File: src/svpwm_pkg.sv
// ----------------------------------------------------------------------------
// Space vector PWM timing - package
// Types and fixed constants shared by the front, queue, back and checker.
// ----------------------------------------------------------------------------
`default_nettype none

package svpwm_pkg;

    localparam int SECTOR_COUNT  = 6;
    localparam int MATRIX_SLOTS  = 4;
    localparam int ROW_W         = $clog2(SECTOR_COUNT);
    localparam int SLOT_W        = $clog2(MATRIX_SLOTS);

    localparam logic [15:0] PERIOD_RESET = 16'd1250;

    // Sector thresholds, Q3.13 radians
    localparam logic signed [15:0] ANGLE_60      = 16'sd8577;
    localparam logic signed [15:0] ANGLE_120     = 16'sd17154;
    localparam logic signed [15:0] ANGLE_NEG_60  = -16'sd8577;
    localparam logic signed [15:0] ANGLE_NEG_120 = -16'sd17154;
    localparam logic signed [15:0] ANGLE_ZERO    = 16'sd0;

    // Datapath widths
    localparam int PROD_W  = 32;  // Q1.14 x Q2.14 product
    localparam int TSUM_W  = 33;  // T1 / T2
    localparam int ON_W    = 34;  // twice the on-time, Q.28
    localparam int SCALE_W = 51;  // on-time times period
    localparam int ROUND_W = 52;  // scaled value plus rounding constant
    localparam int FRAC_SH = 29;

    localparam logic signed [ON_W-1:0]    ONE_Q28   = 34'sd268435456;
    localparam logic signed [ROUND_W-1:0] HALF_LSB  = 52'sd268435456;

    typedef enum logic
    {
        CMD_WRITE    = 1'b0,
        CMD_MODULATE = 1'b1
    } cmd_e;

    typedef enum logic [ROW_W-1:0]
    {
        SEC_0 = 3'd0,
        SEC_1 = 3'd1,
        SEC_2 = 3'd2,
        SEC_3 = 3'd3,
        SEC_4 = 3'd4,
        SEC_5 = 3'd5
    } sector_e;

    // One classified entry of the work queue
    typedef struct packed
    {
        logic               is_write;
        logic               write_ok;     // table index in range
        logic [SLOT_W-1:0]  slot;         // column: low two bits of the table index
        logic [ROW_W-1:0]   row;          // sector: write target or lookup
        logic signed [15:0] coefficient;
        logic signed [15:0] alpha;
        logic signed [15:0] beta;
    } queue_item_t;

endpackage

`default_nettype wire

File: src/svpwm_ifs.sv
// ----------------------------------------------------------------------------
// Space vector PWM timing - channel interfaces
// Valid/ready channels for the input items and the compare results.
// ----------------------------------------------------------------------------
`default_nettype none

interface svpwm_in_if;
    logic               valid;
    logic               ready;
    logic               command;
    logic [4:0]         table_index;
    logic signed [15:0] coefficient;
    logic signed [15:0] angle;
    logic signed [15:0] alpha;
    logic signed [15:0] beta;

    modport source (output valid, command, table_index, coefficient, angle, alpha, beta,
                    input ready);
    modport sink   (input valid, command, table_index, coefficient, angle, alpha, beta,
                    output ready);
endinterface


`default_nettype wire

File: src/svpwm_front.sv
// ----------------------------------------------------------------------------
// Space vector PWM timing - front end
// Classify each input transaction and find the sector of a modulate item.
// ----------------------------------------------------------------------------
`default_nettype none

module svpwm_front
    import svpwm_pkg::*;
(
    svpwm_in_if.sink    items,
    input  logic        push_ready,
    output logic        push_valid,
    output queue_item_t push_item
);

    sector_e sector;
    logic    is_write;

    // Clamping the angle to plus or minus pi never moves it across a threshold,
    // so compare the raw angle.
    always_comb
    begin
        if (items.angle < ANGLE_NEG_120)
            sector = SEC_3;
        else if (items.angle < ANGLE_NEG_60)
            sector = SEC_4;
        else if (items.angle <= ANGLE_ZERO)
            sector = SEC_5;
        else if (items.angle < ANGLE_60)
            sector = SEC_0;
        else if (items.angle < ANGLE_120)
            sector = SEC_1;
        else
            sector = SEC_2;
    end

    assign is_write = (cmd_e'(items.command) == CMD_WRITE);

    always_comb
    begin
        push_item.is_write    = is_write;
        push_item.write_ok    = (items.table_index[4:3] != 2'b11);
        push_item.slot        = items.table_index[SLOT_W-1:0];
        push_item.row         = is_write ? items.table_index[4:2] : ROW_W'(sector);
        push_item.coefficient = items.coefficient;
        push_item.alpha       = items.alpha;
        push_item.beta        = items.beta;
    end

    assign push_valid  = items.valid;
    assign items.ready = push_ready;

endmodule

`default_nettype wire

File: src/flat_wrapper.sv
// flat-port wrapper written by rule: the top's interface ports become plain ports
module svpwm_front_flat import svpwm_pkg::*;
  (push_ready, push_valid, push_item, items_valid, items_command, items_table_index, items_coefficient, items_angle, items_alpha, items_beta, items_ready);
  svpwm_in_if items_i ();
  input  logic push_ready;
  output logic push_valid;
  output queue_item_t push_item;
  input wire logic [$bits(items_i.valid)-1:0] items_valid;
  input wire logic [$bits(items_i.command)-1:0] items_command;
  input wire logic [$bits(items_i.table_index)-1:0] items_table_index;
  input wire logic [$bits(items_i.coefficient)-1:0] items_coefficient;
  input wire logic [$bits(items_i.angle)-1:0] items_angle;
  input wire logic [$bits(items_i.alpha)-1:0] items_alpha;
  input wire logic [$bits(items_i.beta)-1:0] items_beta;
  output wire logic [$bits(items_i.ready)-1:0] items_ready;
  assign items_i.valid = items_valid;
  assign items_i.command = items_command;
  assign items_i.table_index = items_table_index;
  assign items_i.coefficient = items_coefficient;
  assign items_i.angle = items_angle;
  assign items_i.alpha = items_alpha;
  assign items_i.beta = items_beta;
  assign items_ready = items_i.ready;
  svpwm_front u_core (.items(items_i), .push_ready(push_ready), .push_valid(push_valid), .push_item(push_item));
endmodule
File: config.mk
export PLATFORM = sky130hd
export DESIGN_NAME = svpwm_front_flat
export DESIGN_NICKNAME = d
export VERILOG_FILES = /design/src/svpwm_pkg.sv /design/src/svpwm_ifs.sv /design/src/svpwm_front.sv /design/src/flat_wrapper.sv
export SDC_FILE = /design/constraint.sdc
export NUM_CORES = 1
export LEC_CHECK = 0
export BUFFER_PORTS_ARGS = -buffer_cell sky130_fd_sc_hd__buf_2
export CORE_MARGIN = 2
export CORE_UTILIZATION = 28
export DETAILED_ROUTE_END_ITERATION = 16
export GPL_TIMING_DRIVEN = 0
export PLACE_DENSITY_LB_ADDON = 0.15
export SYNTH_ARGS = -nofsm -noshare
export SYNTH_HDL_FRONTEND = slang
export SYNTH_SLANG_ARGS = --single-unit
File: constraint.sdc
create_clock -name vclk -period 3.39
set_input_delay 0.678 -clock vclk [all_inputs]
set_output_delay 0.678 -clock vclk [all_outputs]
set_load 0.02 [all_outputs]
# ---- Word-level counts from Yosys, hierarchy flattened
# Cells that the tools add are included.
dict set report totals {
  register_bits 0
  inputBits 72
}
dict set report op_classes {
  order_cmp 5
  n_eq_ne 1
  muxes 6
  bitwise_logic 1
}
# operator n
set ops {}
lappend ops {{$lt A16 B15 Y1 const B} 2}
lappend ops {{$lt A16 B16 Y1 const B} 2}
lappend ops {{$le A16 B1 Y1 const B} 1}
lappend ops {{$mux W3} 5}
lappend ops {{$mux W2} 1}
lappend ops {{$ne A2 B2 Y1 const B} 1}
lappend ops {{$not A1 Y1} 1}

# ---- Longest topological paths before layout
dict set report depth {
  word_depth 7
  depth_mapped 5
  mapped_depth_nobuf 5
}

# ---- Worst setup path before layout
# OpenSTA, ideal clock, no wires.
dict set report synth_path {
  kind {in2out}
  startpoint {in items_angle[6]}
  endpoint {out push_item[48] (netlist bit)}
  t_arrival_ns 1.916
  t_required_ns 2.712
  slack_ns 0.796
  cell_stages 5
  n_path_buf 0
  cell_sequence {or4_4 o41ai_4 o211ai_1 a32oi_1 o22a_2}
}
# item line
set synth_lines {}
lappend synth_lines {{start: declaration} flat_wrapper.sv:12} ;# input wire logic [$bits(items_i.angle)-1:0] items_angle;
lappend synth_lines {{end: declaration} flat_wrapper.sv:7} ;# output queue_item_t push_item;

==> impl_metrics.json <==
{
  "status": "finished, final reports clean",
  "nClkBuffers": 0,
  "post_cts.repair.setup_buffers": 0,
  "coreArea_um2": 2191,
  "die_h_um": 52.02,
  "yosysUniqueCellTypes": 26,
  "top_layer": "met3",
  "p_clk_frac": 0,
  "path_cells": "buf_2 > or4_4 > o41ai_4 > o211ai_1 > a32oi_1 > o22a_2 > buf_2",
  "die_area_um2": 2706,
  "p_seq_frac": 0,
  "drv_cap": 0,
  "ys_warn_count": 0,
  "finalCritPeriodShare": 0.8567,
  "start_util": 0.2947,
  "critPathSlowestCell": "or4_4",
  "grt_setup_unrepaired": "no",
  "grt_pass1_wl_um": 2352,
  "wl_um": 1811,
  "setup_slack_ns": 0.4857,
  "dp_hpwl_um": 1686,
  "worst-slew-pin-transition_ns": 0.3569,
  "ctsResizeCount": 0,
  "final_cell_mix": "buf_2, buf_4, nand2_1, nor2_1, nand4_1",
  "dr.pass1.iters": 4,
  "ctsHoldBuffers": 0,
  "grt_max_degree": 8,
  "synth.avg_cell_area_um2": 7.337,
  "drive_gt1_frac": 0.8182,
  "comb_power_share": 1.000,
  "hold_ws_ns": 1.573,
  "met1_length_um": 573,
  "antenna_found_initial": 0,
  "worstSetupStartpointType": "input port",
  "area_growth_pct": 65.12,
  "layout_min_cycle_time_ns": 2.904,
  "drtAntennaViolNets": 0,
  "syn_nets": 160,
  "crit_type": "in2out",
  "cp_max_fo": 3,
  "die_w_um": 52.02,
  "worstPathArrival_ns": 2.23,
  "seqCellArea_um2": 0,
  "slowest_delay_ns": 0.55,
  "p_sw_frac": 0.5130,
  "finalHoldViolCount": 0,
  "switchingPower_mw": 0.08375,
  "viasPerCell": 4.342,
  "port_buffers": 77,
  "fin_util": 0.4866,
  "place_area_um2": 1066,
  "mostFrequentLayoutCell": "buf_2",
  "end_kind": "output pin",
  "slew_headroom": 0.7599,
  "fmax_mhz": 344.3,
  "final_cells": 193,
  "ir_worst_vdd_mv": 0.08530,
  "setup_tns_ns": 0,
  "wl_per_cell_um": 9.383,
  "wl_met3_um": 351,
  "drtIter0Drc": 15,
  "preCtsSetupSlack_ns": 0.4908,
  "num_vias": 838,
  "overflow": 0,
  "cp_common_cell": "buf_2",
  "setup_viol": 0,
  "drc": 0,
  "place.gp.congestion": 0.8521,
  "p_int_mw": 0.07952,
  "placed_cells": 193,
  "track_usage": 0.1057,
  "pwr_density_cell_nw_per_um2": 153.2,
  "syn_area_um2": 645.6,
  "p_total_mw": 0.1633,
  "fin_nets": 239,
  "hold_class": "in2out",
  "postLayoutCellArea_um2": 1066,
  "seq_area_frac_synth": 0,
  "finalMaxSlewViolations": 0,
  "netlist_instances": 88,
  "wl_met2_um": 887,
  "seq_cell_count": 0,
  "diodes": 0,
  "rows": 17,
  "grt_pass1_vias": 581,
  "boundaryPins": 129,
  "leakage_nw": 0.6321,
  "cp.required_ns": 2.71
}
[routing by layer]
metal,vias up,global-route usage
li1,411,-
met4,0,0
met5,-,0
met3,0,0.01437
met1,351,0.1478
met2,76,0.1814
[cell families (layout without fill, tap and decap cells)]
kind of cell           Yosys count  in the layout  share of synthesized area
and+or+nand+nor                 22             22                     0.1958
AOI/OAI and AO/OA               12             12                     0.1822
buffers and inverters           54            131                     0.6221
[cell usage after synthesis (3+ instances only)]
master,count,area (um^2)
buf_4,53,397.9
nand2_1,5,18.77
nor2_1,5,18.77
nand4_1,3,18.77
[path summary, 6_finish.rpt]
kind | startpoint | end | slack, ns | cells past startpoint
worst max-delay path | items_angle[6] | push_item[48] | 0.49 | 7
worst min-delay path | items_alpha[5] | push_item[21] | 1.57 | 2
[power by group through the flow]
stage               clock, mW  sequential (mW)  combinational (mW)
finish                      0                0               0.163
global placement            0                0               0.163
detailed placement          0                0               0.164
floorplan                   0                0               0.111
global route                0                0               0.174
CTS                         0                0               0.164
[final cells by class]
type | count | area [um^2]
multi-input cells | 34 | 244.0
fillers | 214 | 1125
repair buffers | 77 | 385.4
plain buffers | 53 | 397.9
inverters | 1 | 3.754
well taps | 28 | 35.03
[worst max-delay path: cells and delay by family]
family / cells / cell delay, ns
compound gates: 4 / 0.74
buf+inv: 2 / 0.25
simple gates: 1 / 0.55
No activity file was read; power rests on OpenSTA's default activity.
