### config.mk
export PLATFORM = sky130hd
export DESIGN_NAME = svpwm_queue
export DESIGN_NICKNAME = d
export VERILOG_FILES = /design/src/svpwm_pkg.sv /design/src/svpwm_queue.sv
export SDC_FILE = /design/constraint.sdc
export NUM_CORES = 1
export LEC_CHECK = 0
export BUFFER_PORTS_ARGS = -buffer_cell sky130_fd_sc_hd__buf_4
export CAP_MARGIN = 20
export CORE_ASPECT_RATIO = 1.5
export CORE_MARGIN = 10
export CORE_UTILIZATION = 45
export CTS_CLUSTER_SIZE = 28
export DETAILED_ROUTE_END_ITERATION = 8
export PLACE_DENSITY = 0.75
export SLEW_MARGIN = 20
export SYNTH_ARGS = -nofsm -noshare
export SYNTH_HDL_FRONTEND = slang
export SYNTH_SLANG_ARGS = --single-unit
### constraint.sdc
create_clock -name clk -period 3.7 [get_ports clk]
set_input_delay 0.74 -clock clk [delete_from_list [all_inputs] [get_ports clk]]
set_output_delay 0.74 -clock clk [all_outputs]
set_load 0.005 [all_outputs]
### src/svpwm_pkg.sv
// ----------------------------------------------------------------------------
// Space vector PWM timing - package
// Types and fixed constants shared by the front, queue, back and checker.
// ----------------------------------------------------------------------------
`default_nettype none

package svpwm_pkg;

    localparam int SECTOR_COUNT  = 6;
    localparam int MATRIX_SLOTS  = 4;
    localparam int ROW_W         = $clog2(SECTOR_COUNT);
    localparam int SLOT_W        = $clog2(MATRIX_SLOTS);

    localparam logic [15:0] PERIOD_RESET = 16'd1250;

    // Sector thresholds, Q3.13 radians
    localparam logic signed [15:0] ANGLE_60      = 16'sd8577;
    localparam logic signed [15:0] ANGLE_120     = 16'sd17154;
    localparam logic signed [15:0] ANGLE_NEG_60  = -16'sd8577;
    localparam logic signed [15:0] ANGLE_NEG_120 = -16'sd17154;
    localparam logic signed [15:0] ANGLE_ZERO    = 16'sd0;

    // Datapath widths
    localparam int PROD_W  = 32;  // Q1.14 x Q2.14 product
    localparam int TSUM_W  = 33;  // T1 / T2
    localparam int ON_W    = 34;  // twice the on-time, Q.28
    localparam int SCALE_W = 51;  // on-time times period
    localparam int ROUND_W = 52;  // scaled value plus rounding constant
    localparam int FRAC_SH = 29;

    localparam logic signed [ON_W-1:0]    ONE_Q28   = 34'sd268435456;
    localparam logic signed [ROUND_W-1:0] HALF_LSB  = 52'sd268435456;

    typedef enum logic
    {
        CMD_WRITE    = 1'b0,
        CMD_MODULATE = 1'b1
    } cmd_e;

    typedef enum logic [ROW_W-1:0]
    {
        SEC_0 = 3'd0,
        SEC_1 = 3'd1,
        SEC_2 = 3'd2,
        SEC_3 = 3'd3,
        SEC_4 = 3'd4,
        SEC_5 = 3'd5
    } sector_e;

    // One classified entry of the work queue
    typedef struct packed
    {
        logic               is_write;
        logic               write_ok;     // table index in range
        logic [SLOT_W-1:0]  slot;         // column: low two bits of the table index
        logic [ROW_W-1:0]   row;          // sector: write target or lookup
        logic signed [15:0] coefficient;
        logic signed [15:0] alpha;
        logic signed [15:0] beta;
    } queue_item_t;

endpackage

`default_nettype wire

### src/svpwm_queue.sv
// ----------------------------------------------------------------------------
// Space vector PWM timing - work queue
// Small FIFO that decouples the front end from the arithmetic back end.
// ----------------------------------------------------------------------------
`default_nettype none

module svpwm_queue
    import svpwm_pkg::*;
#(
    parameter int DEPTH = 4
)
(
    input  logic        clk,
    input  logic        rst_n,
    input  logic        push_valid,
    input  queue_item_t push_item,
    output logic        push_ready,
    output logic        pop_valid,
    input  logic        pop_ready,
    output queue_item_t pop_item
);

    localparam int PTR_W = $clog2(DEPTH);
    localparam int CNT_W = $clog2(DEPTH + 1);

    queue_item_t        entry_reg [DEPTH];
    logic [PTR_W-1:0]   wr_ptr_reg, wr_ptr_next;
    logic [PTR_W-1:0]   rd_ptr_reg, rd_ptr_next;
    logic [CNT_W-1:0]   count_reg, count_next;
    logic               push, pop;

    assign push_ready = (count_reg != CNT_W'(DEPTH));
    assign pop_valid  = (count_reg != '0);
    assign push       = push_valid && push_ready;
    assign pop        = pop_valid && pop_ready;
    assign pop_item   = entry_reg[rd_ptr_reg];

    always_comb
    begin
        wr_ptr_next = wr_ptr_reg;
        rd_ptr_next = rd_ptr_reg;
        count_next  = count_reg;
        if (push)
            wr_ptr_next = (wr_ptr_reg == PTR_W'(DEPTH - 1)) ? '0 : wr_ptr_reg + 1'b1;
        if (pop)
            rd_ptr_next = (rd_ptr_reg == PTR_W'(DEPTH - 1)) ? '0 : rd_ptr_reg + 1'b1;
        if (push && !pop)
            count_next = count_reg + 1'b1;
        else if (pop && !push)
            count_next = count_reg - 1'b1;
    end

    always_ff @(posedge clk or negedge rst_n)
    begin
        if (!rst_n)
        begin
            wr_ptr_reg <= '0;
            rd_ptr_reg <= '0;
            count_reg  <= '0;
        end
        else
        begin
            wr_ptr_reg <= wr_ptr_next;
            rd_ptr_reg <= rd_ptr_next;
            count_reg  <= count_next;
        end
    end

    always_ff @(posedge clk)
    begin
        if (push)
            entry_reg[wr_ptr_reg] <= push_item;
    end

endmodule

`default_nettype wire

## Word-level counts from Yosys, hierarchy flattened

Memory sizes are Yosys's and may differ from the RTL's.
Index checks and enable logic that the tools add are counted.

| word-level totals | value |
|---|---|
| logic and storage cells | 25 |
| bits in writable memories | 220 |
| output and inout port bits | 57 |
| memories kept | 1 |
| register bits | 7 |
| input bits | 59 |

| cells by class | value |
|---|---|
| equal/unequal tests | 3 |
| add/sub/neg operators | 4 |
| reduce and logical (&&, ||, !) cells | 8 |
| multiplexer cells | 6 |

Memories:

| name | words | bits a word | read ports | clocked after Yosys merged registers in | write ports | RTL line | source |
|---|---|---|---|---|---|---|---|
| entry_reg | 4 | 55 | 1 | 0 | 1 | svpwm_queue.sv:26 | `queue_item_t entry_reg [DEPTH];` |

Operator list:

| kind | count |
|---|---|
| two-way mux 3 bit | 2 |
| adder 2 x 1 -> 2 bit, second input constant | 2 |
| == test 2 bit, second input constant | 2 |
| logical AND 1 bit | 4 |
| two-way mux 2 bit | 2 |
| adder 3 x 1 -> 3 bit, second input constant | 1 |
| != test 3 bit, second input constant | 1 |
| nonzero test 3 bit | 1 |
| subtractor 3 x 1 -> 3 bit, second input constant | 1 |
| zero test 1 bit | 2 |
| two-way mux 1 bit | 2 |
| nonzero test 2 bit | 1 |

## Logic depth before layout (Yosys ltp)

Gate-level depths: netlist of the first run.

| depth | value |
|---|---|
| depth after elaboration | 6 |
| mapped depth | 8 |
| mapped depth without buffers | 8 |

## Worst setup path before layout of the first run

No wires, ideal clock.

| timing | value |
|---|---|
| kind | reg-to-reg |
| from | reg count_reg[1] |
| to | reg count_reg[2] |
| data required time | 3.621 ns |
| slack | 1.613 ns |
| arrival | 2.008 ns |
| stages on the path, launching flop included | 9 |
| library setup time | 0.079 ns |
| buffers on the path | 0 |
| period minus slack after synthesis | 2.087 ns |
| cells stage by stage | dfrtp_1 -> or3_2 -> nand2_1 -> ha_1 -> inv_1 -> fa_1 -> xor2_1 -> nor2_1 -> xor2_1 |

| between the ends | value |
|---|---|
| longest elaborated chain between the ends | 5 |
| elaborated cells between the ends (all ways) | 13 |
| those cells by class | add/sub: 2; eq/ne: 1; mux: 2; reduce/logical: 8 |

Ends and longest elaborated chain:

| item | RTL line | source |
|---|---|---|
| start, declared | svpwm_queue.sv:29 | `logic [CNT_W-1:0] count_reg, count_next;` |
| start signal, assigned | svpwm_queue.sv:65 | `count_reg <= count_next;` |
| nonzero test 3 bit (*) | svpwm_queue.sv:33 | `assign pop_valid = (count_reg != '0);` |
| net pop_valid | svpwm_queue.sv:18 | `output logic pop_valid,` |
| logical AND 1 bit (*) | svpwm_queue.sv:35 | `assign pop = pop_valid && pop_ready;` |
| zero test 1 bit | svpwm_queue.sv:47 | `if (push && !pop)` |
| logical AND 1 bit | svpwm_queue.sv:47 |  |
| two-way mux 3 bit / nonzero test 2 bit (equally long branches) | - |  |

The timed path passes the listed nets; every way through them passes the cells marked *. The select of a mux whose other input is x is not followed.
A chain may end at the register's enable or synchronous reset.

==> metrics, run 1 <==
status=complete, no violations; number of placed I/O pins=116; GRT Total Usage=0.1282; first-pass GRT wire length=24710 µm; pwr/cell area=791.8 mW/mm²; deepest level of the CTS H-tree=1; clock root cell=clkbuf_16; Commonest cells post-synth=220 x edfxtp_1, 55 x mux4_2, 7 x dfrtp_1; CTS buffer count=21; Worst slew margin=0.4187; Cell Chain, Critical Path=buf_4 > mux4_2 > buf_4; Die Ht=186.9 µm; Req. time, crit path=2960 ps; Syn Inst Count=323; post-synth top area cell=edfxtp_1; top-count cell post-synth=edfxtp_1; clk sinks=227; Post-Route WL=15900 µm; Clk pwr share=0.267; Slew Viols, Final=0; core region area=0.01839 mm²; met2 WL=8892 µm; Vias/cell=5.112; WP buf/inv=2; top post-synthesis cells by area=edfxtp_1 79%, mux4_2 15%, dfrtp_1 2.1%, ha_1 0.90%, mux2_2 0.40%; Syn. warnings=0; synthesis-to-finish area growth=22.96%; crit-path leading delay family=flip-flops; Internal=around 0.006 W; critical path startpoint category=flip-flop; DRT antenna net count=0; DP Wirelength=10510 µm; fraction of layout instances using a drive strength above 1=0.4768; cts-stage hold buffer count=0; GR Overflow Total=0; peak supply drop=0.4735 mV; worst-margin pin slew=872.0 ps; switching fraction of total power=0.2602; ys async rst share=0.03084; crit path time final=3215 ps; critical path capture point type=primary output; Net Sw Power=0.002117 W; #FFs+latches synth=227; Initial Util=0.4543; CP max stage delay=860 ps; crit path DAT=~2500 ps; cell area after synthesis=0.008356 mm²; post-route clock period utilization=0.8689; Lkg Pwr=between 3 and 4 nW; Worst-Skew Late Latency=480 ps; # resized after CTS=0; Net Count, Synth=389; average cell area after synthesis=25.87 µm²; Setup Skew=9.061 ps; Max FO, Critical Path=34; Nets=526; port bufs=roughly 120; cell repeated most along the worst path=buf_4; DRT Pass-1 Iters=4; top achievable clock speed=just over 300 MHz; Hold Crit Class=in -> async; initial antenna violation count=0; RSZ-0062 raised after global routing=no; initial drt markers=305; CTS tree=yes; register area share after synthesis=0.8116; Max Root-Sink Buffers=3; routed vias=3711; max-cap violations=0; setup_tns=0 ps; Row Count=61; dpl ws=between 900 and 1000 ps; wire length on met3=758 µm; EDFF count, synth=220; Final Hold Viols=0; Die ar.=between 0.02 and 0.025 mm²; Area after DPL=0.009568 mm²; Comb power frac=0.279; RD Place Congestion=0.6839; diode count=0; Die W=131.3 µm; Worst Path Class, Setup=reg -> out; setup violators final=0; setup ws final=slightly below 500 ps; fin area=about 0.010 mm²; Metal-1 WL=roughly 6000 µm; sequential share of power=0.454; max reg flops=between 200 and 250; largest net degree at the start of global routing=35; Synth Flop Type=edfxtp_1; Top Layer Used=met4; total power=0.008134 W; vias in the first global route=4174; share of the synthesized area in the top cell type=0.7907; routed wire length per instance=approximately 22 µm; Remaining DRCs=0; Netlist cell types=20; Slowest cell on crit path=dfrtp_4; Setup Buffers After CTS=0; clock slew at reported path FFs=60 ps
logic make-up (layout without fill, tap and decap cells):
kind of cell | after synthesis | in the layout | synth area share
xor gates and xnor gates | 3 | 3 | 0.003145
adders and majority gates | 7 | 7 | 0.01138
buffers and inverters | 15 | 166 | 0.009284
DFF | 227 | 227 | 0.8116
muxes | 60 | 60 | 0.1559
and+or+nand+nor | 11 | 11 | 0.008685
metrics by stage:
step,hold WS (ps),utilization,cells
2_1_floorplan,444.4,-,323
3_3_place_gp,465.1,0.5202,689
3_5_place_dp,477.5,0.5202,689
4_1_cts,39.60,0.5585,726
5_1_grt,48.55,0.5585,726
6_report,63.05,0.5585,726
cells in the final DEF (no fill, tap or decap), types with 3 or more instances in the layout:
cell type,synthesis,layout
mux2_2,3,3
bufinv_16,0,3
and3_2,4,4
mux4_2,55,55
clkinv_1,0,3
clkbuf_1,2,3
nor2_1,3,3
clkbuf_8,0,3
edfxtp_1,220,220
inv_1,3,3
dfrtp_1,7,5
clkbuf_16,0,21
ha_1,6,6
buf_4,4,125
worst paths after layout:
| kind | start | end | slack (ps) | cells past startpoint |
|---|---|---|---|---|
| worst min register to register | count_reg[2] | count_reg[2] | 480 | 1 |
| worst max register to register | count_reg[0] | count_reg[2] | 1510 | 8 |
| min in group clk | push_item[49] | entry_reg[1][49] | 450 | 1 |
| worst min-delay path | rst_n | count_reg[0] | 60 | 1 |
| max in group asynchronous | rst_n | rd_ptr_reg[0] | 3500 | 1 |
| worst max-delay path | rd_ptr_reg[0] | pop_item[33] | 490 | 3 |
area by class of cell:
type | count | area [µm²]
sequential | 227 | 6787
inverter | 3 | 11.26
fill | 1367 | 8120
tap | 252 | 315.3
multi-input combinational | 81 | 1496
timing repair buffer | 126 | 958.4
clock buffer | 27 | 578.1
clock inverter | 10 | 127.6
routing by layer:
metal  track usage  vias to the layer above
met4       0.04120                        0
met3       0.02849                       22
met1        0.1463                     1953
met5             0                        -
met2        0.2324                       85
li1              -                     1651
power by group through the flow:
stage	clock, W	sequential (W)	combinational, W
floorplan	0	0.00354	0.00140
global placement	0	0.00373	0.00230
detailed placement	0	0.00377	0.00234
CTS	0.00222	0.00372	0.00235
global route	0.00233	0.00376	0.00245
finish	0.00217	0.00369	0.00227
Power figures use the tool's default switching activity.
==> run 2, diff against run 1 <==
- CORE_ASPECT_RATIO: 1.5 -> 2
==> metrics, run 2 (synthesis gave the netlist of run 1 again) <==
status=complete, no violations (unchanged); clock slew at reported path FFs=70 ps (was 60 ps); Internal=0.006042 W (was 0.006018 W); vias in the first global route=4252 (was 4174); deepest level of the CTS H-tree=1 (unchanged); setup violators final=0 (unchanged); core region area=0.01831 mm² (was 0.01839 mm²); GRT Total Usage=0.1345 (was 0.1282); peak supply drop=0.7342 mV (was 0.4735 mV); Initial Util=0.4565 (was 0.4543); pwr/cell area=802.0 mW/mm² (was 791.8 mW/mm²); Die Ht=212.7 µm (was 186.9 µm); max reg flops=220 (unchanged); routed wire length per instance=23.95 µm (was 21.90 µm); # fillers=1360 (was 1367); DRT antenna net count=0 (unchanged); DP Wirelength=10580 µm (was 10510 µm); Worst Path Class, Setup=reg -> out (unchanged); Post-Route WL=16400 µm (was 15900 µm); CTS buffer count=20 (was 21); Req. time, crit path=2960 ps (about the same); synthesis-to-finish area growth=22.12% (was 22.96%); Die ar.=0.02475 mm² (was 0.02453 mm²); initial antenna violation count=1 (was 0); initial drt markers=207 (was 305); CP max stage delay=560 ps (was 860 ps); Final Hold Viols=0 (unchanged); cell repeated most along the worst path=buf_4 (unchanged); Vias/cell=5.428 (was 5.112); Max FO, Critical Path=17 (was 34); Nets=522 (was 526); RD Place Congestion=0.7194 (was 0.6839); fraction of layout instances using a drive strength above 1=0.4722 (was 0.4768); most common cell after layout, fill and taps aside=edfxtp_1 (unchanged); Die W=116.4 µm (was 131.3 µm); Setup Buffers After CTS=0 (unchanged); post-route clock period utilization=0.7742 (was 0.8689); Comb power frac=0.292 (was 0.279); cts-stage hold buffer count=0 (unchanged); worst-margin pin slew=849.3 ps (was 872.0 ps); first-pass GRT wire length=24830 µm (was 24710 µm); CTS tree=yes (unchanged); Clk pwr share=0.264 (was 0.267); setup_tns=0 ps (unchanged); Setup Skew=5.339 ps (was 9.061 ps); crit path DAT=2120 ps (was 2470 ps); # resized after CTS=0 (unchanged); highest-count cells in the layout ignoring fill and taps=220 x edfxtp_1, 121 x buf_4, 55 x mux4_2 (was 220 x edfxtp_1, 125 x buf_4, 55 x mux4_2); clock root cell=clkbuf_16 (unchanged); RSZ-0062 raised after global routing=no (unchanged); Hold Crit Class=in -> async (unchanged); switching fraction of total power=0.2616 (was 0.2602); Row Count=70 (was 61); clk sinks=227 (unchanged); Net Sw Power=0.002141 W (was 0.002117 W); Worst-Skew Late Latency=480 ps (about the same); max-cap violations=0 (unchanged); Cell Chain, Critical Path=buf_4 > mux4_2 > buf_4 (unchanged); Max Root-Sink Buffers=3 (unchanged); fin area=0.01020 mm² (was 0.01027 mm²); crit path time final=2865 ps (was 3215 ps); sequential share of power=0.444 (was 0.454); routed vias=3718 (was 3711); Area after DPL=0.009513 mm² (was 0.009568 mm²); largest net degree at the start of global routing=56 (was 35); Lkg Pwr=3.525 nW (was 3.543 nW); number of placed I/O pins=116 (unchanged); total power=0.008183 W (was 0.008134 W); GR Overflow Total=0 (unchanged); Slew Viols, Final=0 (unchanged); critical path capture point type=primary output (unchanged); port bufs=115 (unchanged); Slowest cell on crit path=mux4_2 (was dfrtp_4); top achievable clock speed=349.1 MHz (was 311.0 MHz); Worst slew margin=0.4338 (was 0.4187); critical path startpoint category=flip-flop (unchanged); Remaining DRCs=0 (unchanged); DRT Pass-1 Iters=4 (unchanged)
[run 2: cell types whose count changed in the layout (fill, tap and decap cells not counted)]
cell        previous run  this run
buf_4                125       121
bufinv_16              3         4
diode_2                0         1
clkbuf_8               3         0
clkinv_2               2         3
clkinv_1               3         1
buf_12                 1         2
clkbuf_1               3         4
clkinvlp_4             1         0
[run 2: stage by stage]
stage	std cells	hold WS, ps	utilization	setup WS [ps]
2_1_floorplan	323	444.4	-	1613
3_3_place_gp	650	465.2	0.5197	1337
3_5_place_dp	650	475.9	0.5197	1312
4_1_cts	684	46.96	0.5573	771.9
5_1_grt	684	49.89	0.5573	721.7
6_report	685	65.89	0.5574	835.3
[run 2: worst paths after layout]
path / startpoint / end / slack, ps / cells past startpoint
max in group asynchronous: rst_n / rd_ptr_reg[0] / 3490 / 1
worst max-delay path: rd_ptr_reg[0] / pop_item[35] / 840 / 3
min in group clk: push_item[8] / entry_reg[1][8] / 460 / 1
worst max register to register: count_reg[1] / count_reg[2] / 1400 / 8
worst min-delay path: rst_n / count_reg[0] / 70 / 1
worst min register to register: count_reg[2] / count_reg[2] / 510 / 1
[run 2: critical path: cells and delay by family (launching register included)]
kind                   cells  cell delay [ps]
DFF                        1              540
buffers and inverters      2              530
muxes                      1              560
[run 2: per-layer routing]
layer / share of wire / track usage / routed length (µm) / up-vias
met5: 0 / 0 / 0 / -
met4: 0.024 / 0.04902 / 395 / 0
met3: 0.053 / 0.02754 / 869 / 24
met2: 0.57 / 0.2544 / 9391 / 88
met1: 0.35 / 0.1396 / 5747 / 1968
li1: - / - / - / 1638
[run 2: layout make-up]
| class | instances | area (µm²) | share of cell area |
|---|---|---|---|
| well taps | 216 | 270.3 | 0.02649 |
| clock inverters | 9 | 147.6 | 0.01447 |
| repair buffers | 123 | 948.4 | 0.09295 |
| inverters | 3 | 11.26 | 0.001104 |
| diodes | 1 | 2.502 | 0.0002452 |
| multi-input cells | 81 | 1496 | 0.1467 |
| clock buffers | 25 | 540.5 | 0.05297 |
| flip-flops and latches | 227 | 6787 | 0.6651 |
[run 2: power groups by stage]
| stage | combinational [W] | sequential, W | clock, W |
|---|---|---|---|
| 2_1_floorplan | 0.00140 | 0.00354 | 0 |
| 3_3_place_gp | 0.00243 | 0.00365 | 0 |
| 3_5_place_dp | 0.00246 | 0.00370 | 0 |
| 4_1_cts | 0.00247 | 0.00365 | 0.00221 |
| 5_1_grt | 0.00259 | 0.00368 | 0.00231 |
| 6_report | 0.00239 | 0.00363 | 0.00216 |
==> run 3, diff against run 2 <==
- PLACE_DENSITY: 0.75 -> 0.77
- clock period: 3.7 -> 2.4 ns (I/O delays scaled with it)
==> metrics, run 3 (synthesis gave the netlist of run 1 again) <==
non-filler cells in the finished layout=689 (was 685); DP Wirelength=11070 µm (was 10580 µm); Max FO, Critical Path=17 (unchanged); RD Place Congestion=0.6914 (was 0.7194); max-cap violations=0 (unchanged); peak supply drop=0.6136 mV (was 0.7342 mV); status=complete, no violations (unchanged); Layout Utilization=0.5639 (was 0.5574); Initial Util=0.4565 (unchanged); GR Overflow Total=0 (unchanged); initial drt markers=245 (was 207); pwr/cell area=1218 mW/mm² (was 802.0 mW/mm²); crit path DAT=1920 ps (was 2120 ps); worst-margin pin slew=565.1 ps (was 849.3 ps); Vias/cell=5.464 (was 5.428); highest-count cells in the layout ignoring fill and taps=220 x edfxtp_1, 101 x buf_4, 55 x mux4_2 (was 220 x edfxtp_1, 121 x buf_4, 55 x mux4_2); Hold Crit Class=in -> reg (was in -> async); vias in the first global route=4349 (was 4252); fraction of layout instances using a drive strength above 1=0.4757 (was 0.4722); Die W=116.4 µm (unchanged); Worst slew margin=0.6233 (was 0.4338); clk sinks=227 (unchanged); Lkg Pwr=3.563 nW (was 3.525 nW); top achievable clock speed=417.0 MHz; Die ar.=0.02475 mm² (unchanged); max reg flops=220 (unchanged); Die Ht=212.7 µm (unchanged); core region area=0.01831 mm² (unchanged); Post-Route WL=16450 µm (was 16400 µm); Slew Viols, Final=0 (unchanged); most common cell after layout, fill and taps aside=edfxtp_1 (unchanged); DRT Pass-1 Iters=4 (unchanged); first-pass GRT wire length=25090 µm (was 24830 µm); CTS buffer count=19 (was 20); post-route clock period utilization=0.9991; deepest level of the CTS H-tree=1 (unchanged); GRT Total Usage=0.1351 (was 0.1345); hold_ws=205.3 ps (was 65.89 ps); DRT antenna net count=0 (unchanged); CTS tree=yes (unchanged); port bufs=115 (unchanged); Final Hold Viols=0 (unchanged); placed cells=652 (was 650); Remaining DRCs=0 (unchanged); Worst Path Class, Setup=reg -> out (unchanged); setup ws final=2.043 ps (was 835.3 ps); routed vias=3765 (was 3718); initial antenna violation count=1 (unchanged); Setup Skew=7.209 ps (was 5.339 ps); RSZ-0062 raised after global routing=yes (was no); setup_tns=0 ps (unchanged); clock root cell=clkbuf_16 (unchanged); Worst-Skew Late Latency=470 ps (was 480 ps); clock slew at reported path FFs=60 ps (was 70 ps); Row Count=70 (unchanged); routed wire length per instance=23.88 µm (was 23.95 µm); diode count=0 (was 1); critical path startpoint category=flip-flop (unchanged); largest net degree at the start of global routing=45 (was 56); synthesis-to-finish area growth=23.54% (was 22.12%); Req. time, crit path=1920 ps (was 2960 ps); setup violators final=0 (unchanged); number of placed I/O pins=116 (unchanged); Max Root-Sink Buffers=3 (unchanged); # fillers=1333 (was 1360); critical path capture point type=primary output (unchanged); dpl ws=118.0 ps (was 1312 ps); Nets=532 (was 522); crit path time final=2398 ps
## run 3: worst max-delay path: stages, from the launching register on
cell	delay [ps]
dfrtp_4	430
buf_12	110
buf_16	180
mux4_2	580
buf_6	140
## run 3: layout make-up
| class | count | area [µm²] | share of cell area |
|---|---|---|---|
| Sequential cell | 227 | 6787 | 0.6575 |
| Clock inverter | 4 | 47.55 | 0.004606 |
| Tap cell | 216 | 270.3 | 0.02618 |
| Inverter | 3 | 11.26 | 0.001091 |
| Clock buffer | 24 | 494.2 | 0.04788 |
| Multi-Input combinational cell | 81 | 1499 | 0.1452 |
| Timing Repair Buffer | 134 | 1214 | 0.1176 |
## run 3: worst paths after layout
path	startpoint	endpoint	slack, ps	cells past startpoint
max	rd_ptr_reg[0]	pop_item[2]	2	4
min	push_item[30]	entry_reg[3][30]	210	1
max reg2reg	count_reg[1]	count_reg[2]	150	8
min reg2reg	count_reg[2]	count_reg[2]	520	1
max in group asynchronous	rst_n	rd_ptr_reg[0]	1910	2
min in group asynchronous	rst_n	wr_ptr_reg[1]	350	2
## run 3: timing repair
| item | 4_1_cts | 5_1_grt |
|---|---|---|
| hold buffers | 1 | 0 |
| hold endpoints to repair | 7 | 0 |
| gates cloned | 0 | 1 |
| endpoints found under the setup margin | 45 | 51 |
| setup buffers | 3 | 4 |
| resized for setup | 21 | 4 |
## run 3: layer usage
layer,up-vias,GRT usage,routed length (µm)
met2,87,0.2568,9545
met3,27,0.03345,986
li1,1658,-,-
met1,1993,0.1345,5418
met5,-,0,0
met4,0,0.05076,502
## run 3: power by group
part	internal (W)	switching [W]
combinational	0.00242	0.00190
clock	0.00156	0.00123
sequential	0.00524	0.000221
total	0.00922	0.00335
## run 3: stage by stage
stage | area (µm²) | total power, W
floorplan | 8356 | 0.007617
global placement | 9590 | 0.009491
detailed placement | 9590 | 0.009639
CTS | 10240 | 0.01267
global route | 10320 | 0.01320
finish | 10320 | 0.01257
